## src/hw/rtl/qrs_pkg.sv

```systemverilog
// ----------------------------------------------------------------------------
// qrs_pkg
// Shared types and constants for the quadratic root solver.
// ----------------------------------------------------------------------------
package qrs_pkg;

  localparam int COEF_WIDTH_DEF = 32;
  localparam int FRAC_BITS_DEF  = 16;
  localparam int QUEUE_DEPTH    = 4;

  typedef enum logic [1:0] {
    KIND_NONE = 2'd0,
    KIND_ONE  = 2'd1,
    KIND_TWO  = 2'd2,
    KIND_ALL  = 2'd3
  } root_kind_t;

  // per-item control carried from front to back
  typedef struct packed {
    root_kind_t kind;
    logic       div_en;
  } job_ctl_t;

endpackage

```

## src/hw/rtl/qrs_fifo.sv

```systemverilog
// ----------------------------------------------------------------------------
// qrs_fifo
// Short queue between the classifying front and the arithmetic back.
// ----------------------------------------------------------------------------
module qrs_fifo import qrs_pkg::*; #(
  parameter int DATA_W = 8
) (
  input  logic              clk,
  input  logic              rst_n,
  input  logic              wr_valid,
  output logic              wr_ready,
  input  logic [DATA_W-1:0] wr_data,
  output logic              rd_valid,
  input  logic              rd_ready,
  output logic [DATA_W-1:0] rd_data
);

  localparam int PW = $clog2(QUEUE_DEPTH);

  logic [DATA_W-1:0] mem_r [0:QUEUE_DEPTH-1];
  logic [PW-1:0]     wr_ptr_r, wr_ptr_nxt;
  logic [PW-1:0]     rd_ptr_r, rd_ptr_nxt;
  logic [PW:0]       count_r, count_nxt;
  logic              push, pop;

  assign wr_ready = (count_r != (PW+1)'(QUEUE_DEPTH));
  assign rd_valid = (count_r != '0);
  assign rd_data  = mem_r[rd_ptr_r];
  assign push     = wr_valid && wr_ready;
  assign pop      = rd_valid && rd_ready;

  always_comb begin
    wr_ptr_nxt = push ? wr_ptr_r + PW'(1) : wr_ptr_r;
    rd_ptr_nxt = pop  ? rd_ptr_r + PW'(1) : rd_ptr_r;
    count_nxt  = count_r + (PW+1)'(push) - (PW+1)'(pop);
  end

  always_ff @(posedge clk) begin
    if (!rst_n) begin
      wr_ptr_r <= '0;
      rd_ptr_r <= '0;
      count_r  <= '0;
    end else begin
      wr_ptr_r <= wr_ptr_nxt;
      rd_ptr_r <= rd_ptr_nxt;
      count_r  <= count_nxt;
    end
  end

  always_ff @(posedge clk) begin
    if (push) begin
      mem_r[wr_ptr_r] <= wr_data;
    end
  end

endmodule

```

## config.mk

```make
export PLATFORM = sky130hd
export DESIGN_NAME = qrs_fifo
export DESIGN_NICKNAME = d
export VERILOG_FILES = /design/src/hw/rtl/qrs_pkg.sv /design/src/hw/rtl/qrs_fifo.sv
export SDC_FILE = /design/constraint.sdc
export NUM_CORES = 1
export LEC_CHECK = 0
export ABC_AREA = 1
export BUFFER_PORTS_ARGS = -buffer_cell sky130_fd_sc_hd__buf_2
export CORE_MARGIN = 5
export CORE_UTILIZATION = 40
export DETAILED_ROUTE_END_ITERATION = 8
export MAX_ROUTING_LAYER = met4
export PLACE_DENSITY_LB_ADDON = 0.12
export SLEW_MARGIN = 5
export SYNTH_ARGS = -nofsm -noshare
export SYNTH_HDL_FRONTEND = slang
export SYNTH_SLANG_ARGS = --single-unit
```

## constraint.sdc

```tcl
create_clock -name clk -period 4.2 [get_ports clk]
set_input_delay 0.63 -clock clk [delete_from_list [all_inputs] [get_ports clk]]
set_output_delay 0.63 -clock clk [all_outputs]
set_load 0.03 [all_outputs]
```

After elaboration in Yosys (flattened, before gate mapping)
Memories as Yosys holds them, arrays and structs flattened. A register that Yosys moved wholly into a read port is not among the register bits.
Cells that the tools add are included.
{ "word_totals": {"reg_bits": 7, "mem_bits_rw": 32, "inputBits": 12, "out_inout_bits": 10, "word_cells": 16, "mem_count": 1} }
{ "op_classes": {"addsub": 4, "eq_ne": 1, "muxes": 4, "n_reduce_logical": 3} }
{ "memory_table": {"columns": ["memory", "words", "width", "read_ports", "rd_clocked_by_memory_dff", "wr", "line_no", "text"], "rows": [
  ["mem_r", 4, 8, 1, 1, 1, "qrs_fifo.sv:20", "logic [DATA_W-1:0] mem_r [0:QUEUE_DEPTH-1];"]
]} }
{ "ops": {"columns": ["cell", "n"], "rows": [
  ["adder 2 x 1 -> 2 bit (second input constant)", 2],
  ["two-way mux 2 bit", 2],
  ["adder 3 x 1 -> 3 bit", 1],
  ["inequality test 3 bit (second input constant)", 1],
  ["nonzero test 3 bit", 1],
  ["subtractor 3 x 1 -> 3 bit", 1],
  ["logical AND 1 bit", 2],
  ["two-way mux 1 bit", 2]
]} }

Depth between registers and ports, before layout
{ "logic_depth": {"ltp_word": 4, "ltp_mapped": 10} }

Worst setup path after synthesis
No wires, ideal clock.
{ "synth_path": {"path_type": "reg-to-reg", "from": "register count_r[1]", "to": "register count_r[2]", "setup_ns": 0.117, "arrival_ns": 1.864, "slack_ns": 2.219, "stages_incl_launch_ff": 11, "period_less_slack_ns": 1.981, "cell_sequence": "dfxtp_1 -> nor2_2 -> nand2_2 -> nand2_1 -> ha_1 -> inv_1 -> ha_1 -> inv_1 -> fa_1 -> o21ai_0 -> nor2_1"} }
{ "synth_via": {"elab_chain_len": 4, "elab_cells_between_ends": 6, "classes_between": "2 x add/sub; 1 x eq/ne; 3 x reduce/logical"} }
{ "synth_rtl": {"columns": ["element", "line_no", "text"], "rows": [
  ["start: declaration", "qrs_fifo.sv:23", "logic [PW:0] count_r, count_nxt;"],
  ["start signal: assignment", "qrs_fifo.sv:46", "count_r <= count_nxt;"],
  ["inequality test 3 bit", "qrs_fifo.sv:26", "assign wr_ready = (count_r != (PW+1)'(QUEUE_DEPTH));"],
  ["net wr_ready", "qrs_fifo.sv:11", "output logic wr_ready,"],
  ["logical AND 1 bit", "qrs_fifo.sv:29", "assign push = wr_valid && wr_ready;"],
  ["adder 3 x 1 -> 3 bit", "qrs_fifo.sv:35", "count_nxt = count_r + (PW+1)'(push) - (PW+1)'(pop);"],
  ["subtractor 3 x 1 -> 3 bit", "qrs_fifo.sv:35", null]
]} }
The timed path passes the listed nets, and every way through them passes these cells.
A chain may end at the register's enable or synchronous reset.

==> flow_summary_export.csv <==
group,metric,value,unit
finish,area_growth,13.43,%
logic_synthesis,synth_fp_nets,160,
logic_synthesis,synth_area,1677,µm²
grt,grt_pass1_wl,4.767,mm
detailed_routing,wl_per_cell,13.32,µm
logic_synthesis,syn_inst,141,
detailed_routing,postRouteAntennaNets,0,
clock_tree,cts.path.max_buffers,2,
pwr,power.leakage,0.7401,nW
floorplan,rows,23,
logic_synthesis,ys.warnings.count,0,
finish,fin_area,1902,µm²
clock_tree,numCtsBuffers,5,
clock_tree,cts.sinks,41,
detailed_routing,vias,1041,
worst_setup_path,cp_data_required_time,3.57,ns
hold_path,min-delay-start,"rd_ptr_r[0]",
pwr,ir_drop,0.3019,mV
grt,busiest_layer,"met2",
placed_design,port-buffer-count,21,
finish,diodes,0,
hold_path,hp-class,"flip-flop to flip-flop",
timing,report.final.slew_viol_count,0,
detailed_routing,routed_wl,2.904,mm
placed_design,globalplace.congestion,0.8418,
logic_synthesis,synth_flop_cell,"edfxtp_1",
timing,hold_violations,0,
worst_setup_path,r2r_cells,10,
clock_tree,clk_latency,0.29,ns
floorplan,start_util,41.61,%
timing,tightest_slew,0.8180,ns
worst_setup_path,end_kind,"output port",
worst_setup_path,reg2reg_slack,2.14,ns
floorplan,die_y,74.74,µm
finish,nNetsFinal,186,
logic_synthesis,yosys-top-cells-count,"edfxtp_1 (32), nor2_1 (27), inv_1 (15)",
detailed_routing,dr.pass1.iters,5,
logic_synthesis,synth-seq-area-share,68.06,%
floorplan,io_pins,22,
logic_synthesis,synthDistinctLibCells,18,
timing,relSlewSlack,45.27,%
placed_design,dpl_cell_area,1822,µm²
worst_setup_path,cpMaxStageDelayCell,"dfxtp_1",
worst_setup_path,critical_path.max_fanout,17,
floorplan,die_w,74.74,µm
clock_tree,cts_root_buffer,"clkbuf_8",
logic_synthesis,synth_area_leader_cell,"edfxtp_1",
timing,finClkSkew,0.002426,ns
timing,fin_tns_setup,0,ns
grt,grt_max_degree,18,
grt,grt_use_total,12.37,%
logic_synthesis,avgSynthCellArea,11.89,µm²
timing,period_minus_slack,2.342,ns
timing,finalCritPeriodShare,55.77,%
finish,drive_gt1_share,19.64,%
clock_tree,cts_max_level,2,
logic_synthesis,synth.ff_latch_count,41,
flow_run,maxCapViolCount,0,
floorplan,core,4029,µm²
worst_setup_path,r2r_start,"count_r[1]",
clock_tree,cts_hold_buf,0,
pwr,p_per_area,608.7,nW/µm²
worst_setup_path,critPathArrivalTime,1.71,ns
pwr,p_total,0.001158,W
logic_synthesis,netlist.area_leader.share,57.31,%
clock_tree,post_cts_resized,0,
worst_setup_path,r2r-end,"count_r[2]",
logic_synthesis,yosysMostFrequentCell,"edfxtp_1",
placed_design,dpl.hpwl,2.021,mm
worst_setup_path,crit_chain,"inv_2, o21ai_0, o22ai_1, buf_2",
detailed_routing,first_iter_violations,47,
hold_path,hold_depth,2,
grt,use_met1,12.81,%
grt,grt_use_met2,21.17,%
clock_tree,cts.reportedPaths.clkPinSlew,0.07,ns
detailed_routing,drc,0,
outcome,status,"finished, final reports clean",
grt,overflow,0,
logic_synthesis,synth_edf_count,32,
timing,fmax,0.4269,GHz
worst_setup_path,cp-start-kind,"flip-flop",
detailed_routing,vias_per_cell,4.775,
clock_tree,cts_tree,"built",
worst_setup_path,slowest_delay,0.66,ns
floorplan,die-area,5586,µm²
worst_setup_path,criticalPathCategory,"flip-flop to output port",
timing,setup_viol,0,
hold_path,whs_endpoint,"rd_ptr_r[0]",
clock_tree,postCtsSetupBuffers,0,
logic_synthesis,yosys-top-cells-area,"edfxtp_1 (57%), dfxtp_1 (11%), nor2_1 (6.0%)",
logic_synthesis,async_flop_share,0,%
grt,grt_pass1_vias,1055,
timing,grt_setup_unrepaired,"no",
grt,grt_util_met3,3.204,%
grt,grt_antenna_before_repair,0,
cell families (layout without fill, tap and decap cells):
family,after synthesis,in the layout,share of synthesized area [%]
compound gates,31,31,10.82
fa+ha+maj,7,7,5.672
flops,41,41,68.06
buf+inv,18,45,4.925
simple gates,44,44,10.52
layer usage:
metal / part of all wire, % / vias to the layer above
met5: 0 / -
met4: 2.5 / 0
met3: 4.5 / 8
met2: 52 / 22
met1: 41 / 473
li1: - / 538
layout make-up:
class,instances,area [µm²]
timing repair buffer,21,105.1
multi-input combinational,82,452.9
clock buffer,8,80.08
inverter,16,60.06
tap,50,62.56
fill,401,2127
sequential,41,1141
through the flow:
stage / setup WS, ns / hold slack [ns] / utilization (%) / std cells
2_1_floorplan: 2.219 / 0.4481 / - / 141
3_3_place_gp: 2.089 / 0.4662 / 45.22 / 210
3_5_place_dp: 2.033 / 0.4889 / 45.22 / 210
4_1_cts: 1.821 / 0.5067 / 47.21 / 218
5_1_grt: 1.646 / 0.5378 / 47.21 / 218
6_report: 1.858 / 0.5001 / 47.21 / 218
report_power, final:
group	internal, W	switching, W
Combinational	0.000115	0.000261
Clock	0.000118	0.000119
Sequential	0.000501	0.0000443
Total	0.000734	0.000424
state kept, by name, summed over array words and instances (netlist names), named ones only:
register,count
count_r,3
rd_ptr_r,2
wr_ptr_r,2
mem_r,32
worst max-delay path by stage:
| stage | startpoint | to | cells after the start |
|---|---|---|---|
| after global placement | wr_valid | count_r[2] | 9 |
| final | flip-flop | rd_data[1] | 4 |
| after detailed placement | wr_valid | count_r[2] | 9 |
| after CTS | flip-flop | rd_data[1] | 4 |
| after floorplan | count_r[1] | count_r[2] | 10 |
| after global routing | flip-flop | rd_data[6] | 4 |
layout by cell type, fill, tap and decap left out:
master and n:
a21boi_0 2, a21oi_1 4, buf_2 21, clkbuf_1 3, clkbuf_8 5, dfxtp_1 9
edfxtp_1 32, fa_1 1, ha_1 6, inv_1 15, inv_2 1, nand2_1 11
nand2_2 2, nand3_1 3, nor2_1 27, nor2_2 1, o21ai_0 13, o21ai_1 1
o21ai_2 3, o22ai_1 8
worst max-delay path, delay by kind of cell (launching register included):
kind	cells	cell delay [ns]
DFF	1	0.66
AOI/OAI and AO/OA	2	0.32
buffers and inverters	2	0.43
(Power assumes the default switching activity.)
